### src/rtl/lpto_pkg.sv
// ----------------------------------------------------------------------------
// lpto_pkg
// Shared widths, constants and types for the LIFO preemptive task order block.
// ----------------------------------------------------------------------------
package lpto_pkg;

	localparam int unsigned LPTO_STACK_DEPTH = 32;

	localparam int unsigned ID_W   = 10;
	localparam int unsigned TIME_W = 11;
	localparam int unsigned DUR_W  = 10;

	// Write request into the task stack
	typedef struct packed {
		logic             we;
		logic [ID_W-1:0]  task_id;
		logic [DUR_W-1:0] remaining;
	} lpto_wr_t;

	// Read data out of the task stack
	typedef struct packed {
		logic [ID_W-1:0]  task_id;
		logic [DUR_W-1:0] remaining;
	} lpto_entry_t;

	// Result of the shared time unit
	typedef struct packed {
		logic              fits;
		logic [DUR_W-1:0]  rem_left;
		logic [TIME_W-1:0] time_next;
	} lpto_alu_res_t;

endpackage

### src/rtl/lpto_if.sv
// ----------------------------------------------------------------------------
// lpto_if
// Valid/ready channels for task arrivals and finished-task reports.
// ----------------------------------------------------------------------------
interface lpto_task_if;
	import lpto_pkg::*;

	logic              valid;
	logic              ready;
	logic [ID_W-1:0]   task_id;
	logic [TIME_W-1:0] start_minute;
	logic [DUR_W-1:0]  duration;
	logic              final_task;

	modport source (output valid, task_id, start_minute, duration, final_task, input ready);
	modport sink   (input valid, task_id, start_minute, duration, final_task, output ready);
endinterface

interface lpto_done_if;
	import lpto_pkg::*;

	logic            valid;
	logic            ready;
	logic [ID_W-1:0] done_id;
	logic            last_of_run;
	logic            all_done;
	logic            overflow;

	modport source (output valid, done_id, last_of_run, all_done, overflow, input ready);
	modport sink   (input valid, done_id, last_of_run, all_done, overflow, output ready);
endinterface

### src/rtl/lpto_stack.sv
// ----------------------------------------------------------------------------
// lpto_stack
// Task stack storage: one write port, one registered read port.
// ----------------------------------------------------------------------------
module lpto_stack #(
	parameter int unsigned STACK_DEPTH = lpto_pkg::LPTO_STACK_DEPTH,
	parameter int unsigned AW          = $clog2(STACK_DEPTH)
) (
	input  logic                 clk,
	input  lpto_pkg::lpto_wr_t   wr,
	input  logic [AW-1:0]        wr_addr,
	input  logic [AW-1:0]        rd_addr,
	output lpto_pkg::lpto_entry_t rd_data
);
	import lpto_pkg::*;

	lpto_entry_t mem_q [STACK_DEPTH];
	lpto_entry_t rd_q;

	always_ff @(posedge clk) begin
		if (wr.we) begin
			mem_q[wr_addr] <= '{task_id: wr.task_id, remaining: wr.remaining};
		end
	end

	always_ff @(posedge clk) begin
		rd_q <= mem_q[rd_addr];
	end

	assign rd_data = rd_q;

endmodule

### src/rtl/lpto_alu.sv
// ----------------------------------------------------------------------------
// lpto_alu
// Shared time unit: elapsed time, finish test, remainder and advanced clock.
// ----------------------------------------------------------------------------
module lpto_alu (
	input  logic [lpto_pkg::TIME_W-1:0] start_minute,
	input  logic [lpto_pkg::TIME_W-1:0] cur_time,
	input  logic [lpto_pkg::DUR_W-1:0]  remaining,
	output lpto_pkg::lpto_alu_res_t     res
);
	import lpto_pkg::*;

	logic [TIME_W-1:0] elapsed;

	// Clamp a start that lies before the charged time to zero elapsed
	assign elapsed = (start_minute >= cur_time) ? (start_minute - cur_time) : '0;

	assign res.fits      = ({1'b0, remaining} <= elapsed);
	assign res.rem_left  = remaining - elapsed[DUR_W-1:0];
	assign res.time_next = cur_time + {1'b0, remaining};

endmodule

### src/rtl/lifo_preemptive_task_order.sv
// ----------------------------------------------------------------------------
// lifo_preemptive_task_order
// Preemptive task scheduler with a LIFO stack of interrupted tasks.
// ----------------------------------------------------------------------------
// Tasks arrive on 'arrival' in nondecreasing start order; each one preempts
// the running task, which waits on a stack with its remaining minutes. On an
// arrival the block pops and reports, most recent first, every stacked task
// that finishes by the new start, charges the elapsed time to the first one
// that does not, then pushes the new task. A push onto a full stack drops the
// task and reports it with overflow set. An arrival marked final_task drains
// the whole stack in pop order and flags the last report with all_done.
// Reports leave on 'report'; last_of_run marks the final report of an arrival
// and an arrival that finishes nothing and drops nothing gives no report.
// An arrival passes through the pop and push states and, on a final task, the
// settle and drain states, before the held-back last report is flushed. The
// single time unit and the single read port of the stack together retire one
// stacked entry per cycle while 'report' does not stall them; back-pressure
// on 'report' can hold pops, drops, drains and the final flush.
// 'arrival.ready' is high only while the block is idle. No clearing pass is
// needed after reset.
// ----------------------------------------------------------------------------
module lifo_preemptive_task_order #(
	parameter int unsigned STACK_DEPTH = lpto_pkg::LPTO_STACK_DEPTH
) (
	input  logic         clk,
	input  logic         arst_n,
	lpto_task_if.sink    arrival,
	lpto_done_if.source  report
);
	import lpto_pkg::*;

	localparam int unsigned AW = $clog2(STACK_DEPTH);
	localparam int unsigned CW = $clog2(STACK_DEPTH + 1);
	localparam logic [CW-1:0] DEPTH_C = CW'(STACK_DEPTH);

	typedef enum logic [2:0] {
		S_IDLE,   // wait for an arrival
		S_POP,    // retire stacked tasks that finish by the new start
		S_PUSH,   // push the new task or report it as dropped
		S_SETTLE, // let the stack read port catch up with the push
		S_DRAIN,  // empty the stack on a final task
		S_FLUSH   // hand out the held-back last report
	} state_t;

	state_t state_q, state_d;

	logic [CW-1:0]     count_q, count_d;
	logic [TIME_W-1:0] cur_q, cur_d;

	// Captured arrival
	logic [ID_W-1:0]   id_q, id_d;
	logic [TIME_W-1:0] start_q, start_d;
	logic [DUR_W-1:0]  dur_q, dur_d;
	logic              fin_q, fin_d;

	// One report is held back so its last_of_run flag can be decided
	logic              pend_valid_q, pend_valid_d;
	logic [ID_W-1:0]   pend_id_q, pend_id_d;
	logic              pend_ovf_q, pend_ovf_d;

	// Output register
	logic              out_valid_q, out_valid_d;
	logic [ID_W-1:0]   out_id_q, out_id_d;
	logic              out_last_q, out_last_d;
	logic              out_all_q, out_all_d;
	logic              out_ovf_q, out_ovf_d;

	logic              out_busy;
	logic              stall;
	logic              emit;
	logic [ID_W-1:0]   emit_id;
	logic              emit_ovf;

	lpto_wr_t          wr;
	logic [AW-1:0]     wr_addr;
	logic [AW-1:0]     rd_addr;
	lpto_entry_t       rd_data;
	lpto_alu_res_t     alu;

	lpto_stack #(
		.STACK_DEPTH (STACK_DEPTH),
		.AW          (AW)
	) u_stack (
		.clk     (clk),
		.wr      (wr),
		.wr_addr (wr_addr),
		.rd_addr (rd_addr),
		.rd_data (rd_data)
	);

	lpto_alu u_alu (
		.start_minute (start_q),
		.cur_time     (cur_q),
		.remaining    (rd_data.remaining),
		.res          (alu)
	);

	// Prefetch the entry that will be on top next cycle
	assign rd_addr = (count_d == '0) ? '0 : AW'(count_d - CW'(1));

	assign out_busy = out_valid_q && !report.ready;
	// A new report needs the held one to move into a free output register
	assign stall    = pend_valid_q && out_busy;

	always_comb begin
		state_d      = state_q;
		count_d      = count_q;
		cur_d        = cur_q;
		id_d         = id_q;
		start_d      = start_q;
		dur_d        = dur_q;
		fin_d        = fin_q;
		pend_valid_d = pend_valid_q;
		pend_id_d    = pend_id_q;
		pend_ovf_d   = pend_ovf_q;
		out_valid_d  = out_valid_q;
		out_id_d     = out_id_q;
		out_last_d   = out_last_q;
		out_all_d    = out_all_q;
		out_ovf_d    = out_ovf_q;
		emit         = 1'b0;
		emit_id      = rd_data.task_id;
		emit_ovf     = 1'b0;
		wr.we        = 1'b0;
		wr.task_id   = id_q;
		wr.remaining = alu.rem_left;
		wr_addr      = AW'(count_q - CW'(1));

		// Retire the output transaction once taken
		if (out_valid_q && report.ready) begin
			out_valid_d = 1'b0;
		end

		case (state_q)
			S_IDLE: begin
				if (arrival.valid) begin
					id_d    = arrival.task_id;
					start_d = arrival.start_minute;
					dur_d   = arrival.duration;
					fin_d   = arrival.final_task;
					state_d = S_POP;
				end
			end
			S_POP: begin
				if (count_q == '0) begin
					state_d = S_PUSH;
				end else if (alu.fits) begin
					if (!stall) begin
						emit    = 1'b1;
						cur_d   = alu.time_next;
						count_d = count_q - CW'(1);
					end
				end else begin
					// Charge the elapsed time to the top task and stop
					wr.we      = 1'b1;
					wr.task_id = rd_data.task_id;
					state_d    = S_PUSH;
				end
			end
			S_PUSH: begin
				cur_d = start_q;
				if (count_q == DEPTH_C) begin
					if (!stall) begin
						emit     = 1'b1;
						emit_id  = id_q;
						emit_ovf = 1'b1;
						state_d  = fin_q ? S_SETTLE : S_FLUSH;
					end
				end else begin
					wr.we        = 1'b1;
					wr.remaining = dur_q;
					wr_addr      = AW'(count_q);
					count_d      = count_q + CW'(1);
					state_d      = fin_q ? S_SETTLE : S_FLUSH;
				end
			end
			S_SETTLE: begin
				state_d = S_DRAIN;
			end
			S_DRAIN: begin
				if (count_q == '0) begin
					state_d = S_FLUSH;
				end else if (!stall) begin
					emit    = 1'b1;
					count_d = count_q - CW'(1);
				end
			end
			S_FLUSH: begin
				if (!pend_valid_q) begin
					state_d = S_IDLE;
				end else if (!out_busy) begin
					out_valid_d  = 1'b1;
					out_id_d     = pend_id_q;
					out_ovf_d    = pend_ovf_q;
					out_last_d   = 1'b1;
					out_all_d    = fin_q;
					pend_valid_d = 1'b0;
					state_d      = S_IDLE;
				end
			end
			default: begin
				state_d = S_IDLE;
			end
		endcase

		// Advance the held report to the output and hold the new one back
		if (emit) begin
			if (pend_valid_q) begin
				out_valid_d = 1'b1;
				out_id_d    = pend_id_q;
				out_ovf_d   = pend_ovf_q;
				out_last_d  = 1'b0;
				out_all_d   = 1'b0;
			end
			pend_valid_d = 1'b1;
			pend_id_d    = emit_id;
			pend_ovf_d   = emit_ovf;
		end
	end

	always_ff @(posedge clk or negedge arst_n) begin
		if (!arst_n) begin
			state_q      <= S_IDLE;
			count_q      <= '0;
			cur_q        <= '0;
			pend_valid_q <= 1'b0;
			out_valid_q  <= 1'b0;
		end else begin
			state_q      <= state_d;
			count_q      <= count_d;
			cur_q        <= cur_d;
			pend_valid_q <= pend_valid_d;
			out_valid_q  <= out_valid_d;
		end
	end

	// Payload registers
	always_ff @(posedge clk) begin
		id_q      <= id_d;
		start_q   <= start_d;
		dur_q     <= dur_d;
		fin_q     <= fin_d;
		pend_id_q <= pend_id_d;
		pend_ovf_q <= pend_ovf_d;
		out_id_q  <= out_id_d;
		out_last_q <= out_last_d;
		out_all_q <= out_all_d;
		out_ovf_q <= out_ovf_d;
	end

	assign arrival.ready      = (state_q == S_IDLE);
	assign report.valid       = out_valid_q;
	assign report.done_id     = out_id_q;
	assign report.last_of_run = out_last_q;
	assign report.all_done    = out_all_q;
	assign report.overflow    = out_ovf_q;

`ifndef NO_ASSERTIONS
	a_count_bound: assert property (@(posedge clk) disable iff (!arst_n)
		count_q <= DEPTH_C)
		else $error("stack count beyond depth");

	a_idle_clean: assert property (@(posedge clk) disable iff (!arst_n)
		arrival.ready |-> !pend_valid_q)
		else $error("held report left behind while idle");

	a_drain_step: assert property (@(posedge clk) disable iff (!arst_n)
		(state_q == S_DRAIN && count_q != '0 && !stall)
		|=> count_q == $past(count_q) - CW'(1))
		else $error("drain did not retire one entry");

	a_all_is_last: assert property (@(posedge clk) disable iff (!arst_n)
		(out_valid_q && out_all_q) |-> out_last_q)
		else $error("all_done without last_of_run");

	a_drain_empties: assert property (@(posedge clk) disable iff (!arst_n)
		(state_q == S_DRAIN && state_d == S_FLUSH) |-> count_q == '0)
		else $error("drain left entries on the stack");
`endif

endmodule
### src/flat_wrapper.sv
// flat-port wrapper written by rule: the top's interface ports become plain ports
module lifo_preemptive_task_order_flat import lpto_pkg::*;
#(
	parameter int unsigned STACK_DEPTH = lpto_pkg::LPTO_STACK_DEPTH
)
  (clk, arst_n, arrival_valid, arrival_task_id, arrival_start_minute, arrival_duration, arrival_final_task, arrival_ready, report_valid, report_done_id, report_last_of_run, report_all_done, report_overflow, report_ready);
  lpto_task_if arrival_i ();
  lpto_done_if report_i ();
  input  logic clk;
  input  logic arst_n;
  input wire logic [$bits(arrival_i.valid)-1:0] arrival_valid;
  input wire logic [$bits(arrival_i.task_id)-1:0] arrival_task_id;
  input wire logic [$bits(arrival_i.start_minute)-1:0] arrival_start_minute;
  input wire logic [$bits(arrival_i.duration)-1:0] arrival_duration;
  input wire logic [$bits(arrival_i.final_task)-1:0] arrival_final_task;
  output wire logic [$bits(arrival_i.ready)-1:0] arrival_ready;
  output wire logic [$bits(report_i.valid)-1:0] report_valid;
  output wire logic [$bits(report_i.done_id)-1:0] report_done_id;
  output wire logic [$bits(report_i.last_of_run)-1:0] report_last_of_run;
  output wire logic [$bits(report_i.all_done)-1:0] report_all_done;
  output wire logic [$bits(report_i.overflow)-1:0] report_overflow;
  input wire logic [$bits(report_i.ready)-1:0] report_ready;
  assign arrival_i.valid = arrival_valid;
  assign arrival_i.task_id = arrival_task_id;
  assign arrival_i.start_minute = arrival_start_minute;
  assign arrival_i.duration = arrival_duration;
  assign arrival_i.final_task = arrival_final_task;
  assign arrival_ready = arrival_i.ready;
  assign report_valid = report_i.valid;
  assign report_done_id = report_i.done_id;
  assign report_last_of_run = report_i.last_of_run;
  assign report_all_done = report_i.all_done;
  assign report_overflow = report_i.overflow;
  assign report_i.ready = report_ready;
  lifo_preemptive_task_order #(.STACK_DEPTH(STACK_DEPTH)) u_core (.clk(clk), .arst_n(arst_n), .arrival(arrival_i), .report(report_i));
endmodule
### config.mk
export PLATFORM = sky130hd
export DESIGN_NAME = lifo_preemptive_task_order_flat
export DESIGN_NICKNAME = d
export VERILOG_FILES = /design/src/rtl/lpto_pkg.sv /design/src/rtl/lpto_if.sv /design/src/rtl/lpto_stack.sv /design/src/rtl/lpto_alu.sv /design/src/rtl/lifo_preemptive_task_order.sv /design/src/flat_wrapper.sv
export SDC_FILE = /design/constraint.sdc
export NUM_CORES = 1
export LEC_CHECK = 0
export BUFFER_PORTS_ARGS = -buffer_cell sky130_fd_sc_hd__buf_2
export CAP_MARGIN = 30
export CORE_MARGIN = 3
export CORE_UTILIZATION = 58
export DETAILED_ROUTE_END_ITERATION = 10
export PLACE_DENSITY = 0.76
export SYNTH_ARGS = -nofsm -noshare
export SYNTH_HDL_FRONTEND = slang
export SYNTH_HIERARCHICAL = 1
export SYNTH_SLANG_ARGS = --single-unit
export TNS_END_PERCENT = 1
### constraint.sdc
create_clock -name clk -period 12.4 [get_ports clk]
set_clock_uncertainty 0.1 [all_clocks]
set_input_delay 2.48 -clock clk [delete_from_list [all_inputs] [get_ports clk]]
set_output_delay 2.48 -clock clk [all_outputs]
set_load 0.1 [all_outputs]
# [Word level (Yosys, flattened, before mapping)]
# Memories as Yosys holds them, arrays and structs flattened. A register that Yosys moved wholly into a read port is not among the register bits.
# Cells that the tools add are included.
[totals] latch_bits=0 ram_bits=640 ff_bits=78 memories=1 mem_bits_ro=0
[op_classes] n_eq_ne=14 shifts=0 n_bitwise=0 n_reduce_logical=12 order_cmp=2 mux=72 n_addsub=6 mul=0 div=0
[mem_list] memory="u_core.u_stack.mem_q" words=32 word_bits=20 read_ports=1 rd_clocked_by_memory_dff=1 wr=1 line="lpto_stack.sv:17" text="lpto_entry_t mem_q [STACK_DEPTH];"
[op_table] operator="$mux 10" count=11
[op_table] operator="$mux 11" count=6
[op_table] operator="$mux 1" count=33
[op_table] operator="$mux 6" count=5
[op_table] operator="$mux 3" count=9
[op_table] operator="$pmux 11 s2" count=1
[op_table] operator="$pmux 3 s6" count=1
[op_table] operator="$pmux 6 s3" count=1
[op_table] operator="$mux 5" count=3
[op_table] operator="$logic_not 6->1" count=2
[op_table] operator="$add 11x10->11" count=1
[op_table] operator="$ge 11x11->1" count=1
[op_table] operator="$le 10x11->1" count=1
[op_table] operator="$sub 11x11->11" count=1
[op_table] operator="$sub 10x10->10" count=1
[op_table] operator="$ne 3x3->1 const B" count=3
[op_table] operator="$add 6x1->6 const B" count=1
[op_table] operator="$eq 3x2->1 const B" count=2
[op_table] operator="$eq 3x3->1 const B" count=2
[op_table] operator="$eq 6x6->1 const B" count=1
[op_table] operator="$ne 2x2->1 const B" count=3
[op_table] operator="$sub 6x1->6 const B" count=1
[op_table] operator="$reduce_and 5->1" count=1
[op_table] operator="$sub 5x1->5 const B" count=1
[op_table] operator="10 further kinds" count=14

# [Longest topological paths before layout]
[depth] depth_word=9 mapped_depth=30

# [By module]
# The synthesis kept the hierarchy.
[modules_own_cells] module="lpto_stack" cells_per_inst=1414 area_each_um2=25553.3 instances=1
[modules_own_cells] module="lifo_preemptive_task_order" cells_per_inst=357 area_each_um2=3818.7 instances=1
[modules_own_cells] module="lpto_alu" cells_per_inst=214 area_each_um2=1532.7 instances=1

# [Least setup slack after synthesis]
# Ideal clock, no wire load.
[synth_path] path_type="register to register" startpoint="reg u_core.start_q[0]" endpoint="reg u_core/u_stack/rd_data[0] (netlist name)" arrival_ns=5.365 path_slack_ns=6.810 required_ns=12.176 path_stages_with_launch=31 n_path_buf=4 path_cell_list="edfxtp_1 -> inv_1 -> ha_1 -> inv_1 -> fa_1 -> a21oi_1 -> o211ai_2 -> a2111oi_0 -> a41o_1 -> o21ai_1 -> ha_1 -> inv_1 -> or4_1 -> o21ai_0 -> a211o_1 -> and4bb_2 -> o221ai_4 -> nand2_1 -> xnor2_1 -> inv_1 -> ha_1 -> nor3b_2 -> a21oi_1 -> buf_4 -> buf_12 -> buf_8 -> buf_6 -> mux2i_1 -> nand2_1 -> a31oi_1 -> nand3_1"
[synth_lines] item="start: declaration" line="lifo_preemptive_task_order.sv:52" text="logic [TIME_W-1:0] start_q, start_d;"
[synth_lines] item="start signal: assignment" line="lifo_preemptive_task_order.sv:240" text="start_q <= start_d;"

==> impl_results.md <==
* Max-slew headroom at 0.247
* Initial antenna violation count at 0
* Gates resized, CTS repair at 0
* First-pass GRT wire length at 104 mm
* CTS Hold Bufs at 0
* Yosys cell types at 81
* Congestion Overflow GR at 0
* Post-Synthesis Cells at 1,985
* Clock transition at path regs at 0.06 ns
* Largest net degree at the start of global routing at 55
* R2R Setup Slk at 3.80 ns
* Vias per cell at 6.33
* Most frequent cells in the layout: edfxtp_1 (695), mux2i_1 (321), nand2_1 (151)
* Synth Register Bits at 738
* Mapped cell area at 30,900 sq um
* Clock Path Buffers at 3
* Slowest cell on the critical path: buf_4
* Setup TNS at 0 ns
* Top cell type's share of synthesized area at 0.675
* Post-DP HPWL at 38.9 mm
* Final WL at 68.5 mm
* Ys async rst share at 0.0298
* Max Freq at 0.116 GHz
* CTS root buf: clkbuf_16
* IO Pins at 51
* Period utilization at 0.693
* Die width at 237 um
* Crit path max fanout at 54
* Layout cells sized above 1 at 0.129
* Endpoints failing setup at 0
* Main synth FF type: edfxtp_1
* Post-CTS Setup Repair Bufs at 0
* Final Max Slew Viols at 0
* Max layer used: met4
* Initial Util at 0.594
* GP Congestion at 0.892
* Detailed Routing Iterations Pass 1 at 5
* Fillers at 3,425
* Hold Fails Final Rpt at 0
* Synth area leaders: edfxtp_1 (68%), mux2i_1 (10%), a22oi_1 (1.9%)
* Post-synthesis sequential area ratio at 0.707
* Per-cell routed wire length at 24.6 um
* Worst Path Required at 12.76 ns
* Number of diodes at 0
* Chip height at 237 um
* Routed wl met2 at 33.3 mm
* Clock sink count at 738
* Drc violations at 0
* Port buffer count at 50
* Mapped Avg Cell Area at 15.6 sq um
* CP Launch Type: flop
* CP peak stage delay at 0.80 ns
* Cell taking the most area after synthesis: edfxtp_1
* Area added between synthesis and finish at 10.8%
* H-tree depth at 3
* Maxcap violations at 0
* Die area at 56,100 sq um
* Num CTS Buffers at 72
* Vias at 17,600
* WS Path Type: reg2reg
* Met3 WL at 5.40 mm
* Min cycle time layout at 8.60 ns
* Core ar. at 52,000 sq um
* CTS tree: yes
* Status: finished, final reports clean
* Inst Count DP at 2,649
* Unrepaired setup endpoints after global routing: false
* Post-synth EDFFs at 695
* Row count at 83
* Clock latency on the worst-skew pair at 0.61 ns
* Post-synth net total at 2,060
* Final ANT Viol Nets at 0
* First DRT Iteration DRCs at 1,778
* CP endpoint kind: flop
* Worst-margin pin slew at 1.13 ns
* CP Data Arrival Time at 8.96 ns
* Non-filler instance count after layout at 2,784
* Synth Warn # at 6
* Layout net count at 2,124
* Wire length on met1 at 28.1 mm
* Commonest non-fill, non-tap cell in the layout: edfxtp_1
* HP Class: reg2reg
* Overall global routing resource usage at 0.242
* Vias in the first global route at 17,500
## per-layer routing
layer / track usage / vias up
li1: - / 7841
met2: 0.390 / 737
met1: 0.333 / 8920
met3: 0.0468 / 116
met5: 0 / -
met4: 0.0872 / 0
## worst max-delay path: cells and delay by family (launching register included)
family | cells | cell delay (ns)
AO/OA/AOI/OAI | 13 | 3.37
XOR/XNOR | 1 | 0.49
adder cells (fa/ha/maj) | 4 | 1.23
buffers and inverters | 5 | 1.72
flip-flops | 1 | 0.39
multiplexers | 1 | 0.28
AND/OR/NAND/NOR | 5 | 0.80
## metrics by stage
stage	setup WS (ns)	hold slack (ns)	util	cell area (sq um)
after global routing	3.23	0.418	0.658	34300
after detailed placement	3.99	0.356	0.611	31800
after CTS	3.93	0.369	0.655	34100
after floorplan	6.81	0.386	-	30900
final	3.80	0.371	0.658	34300
after global placement	4.22	0.359	0.610	31700
## cell usage after synthesis (4+ instances only)
master    number
or2_2          4
nand2b_1       6
o211ai_1       5
mux2i_1      321
a22o_1        41
and3_1         4
o21ai_1        5
a21oi_1       66
inv_1         39
buf_6         10
a21o_1         4
edfxtp_1     695
dfxtp_1       21
o21ai_0       15
clkbuf_1      41
buf_12         6
or4_1          4
buf_4         15
nand4_1       24
a22oi_1       80
buf_2         24
o21a_1         5
dfrtp_1       22
a31oi_1       35
nand2_1      151
nand3b_1       9
buf_8          8
nor2b_1       10
and2_1        15
xnor2_1       17
nor3_1        30
nand3_1       52
or3_1          7
nor2_1        67
or3b_2         6
mux2_2        11
ha_1          36
nor4_1         4
## final timing paths
| check | from | to | depth (start not counted) |
|---|---|---|---|
| min | u_core/report.all_done | u_core/report.all_done | 2 |
| min reg2reg | u_core/report.all_done | u_core/report.all_done | 2 |
| max reg2reg | u_core/start_q[0] | u_core/u_stack/rd_data[19] | 29 |
| max | u_core/start_q[0] | u_core/u_stack/rd_data[19] | 29 |
| min in group asynchronous | arst_n | u_core/cur_q[6] | 1 |
| max in group asynchronous | arst_n | u_core/count_q[3] | 1 |
## final cells by class
| class | count | area [sq um] | area share |
|---|---|---|---|
| clock inverters | 32 | 364 | 0.0106 |
| repair buffers | 95 | 716 | 0.0209 |
| multi-input cells | 1103 | 8360 | 0.244 |
| inverters | 39 | 146 | 0.00427 |
| well taps | 680 | 851 | 0.0248 |
| clock buffers | 97 | 1970 | 0.0575 |
| flip-flops and latches | 738 | 21800 | 0.638 |
## cell families after synthesis
family,after synthesis,share of synthesized area
muxes,332,0.108
buffers and inverters,144,0.0289
AOI/OAI and AO/OA,302,0.0693
adders and majority gates,39,0.0165
xor gates and xnor gates,20,0.00567
and+or+nand+nor,410,0.0649
DFF,738,0.707
## flip-flops by register name (all words and copies together), names as in the netlist, 3 cells and up, named ones only
name                    cells
u_core/count_q              6
u_core/cur_q               11
u_core/dur_q               10
u_core/id_q                10
u_core/pend_id_q           10
u_core/start_q             11
u_core/state_q              3
u_core/u_stack/mem_q      640
u_core/u_stack/rd_data     20
Power is left out: the tool's default activity adds up to more than one toggle a clock period on the data nets, which glitch-free logic cannot reach.
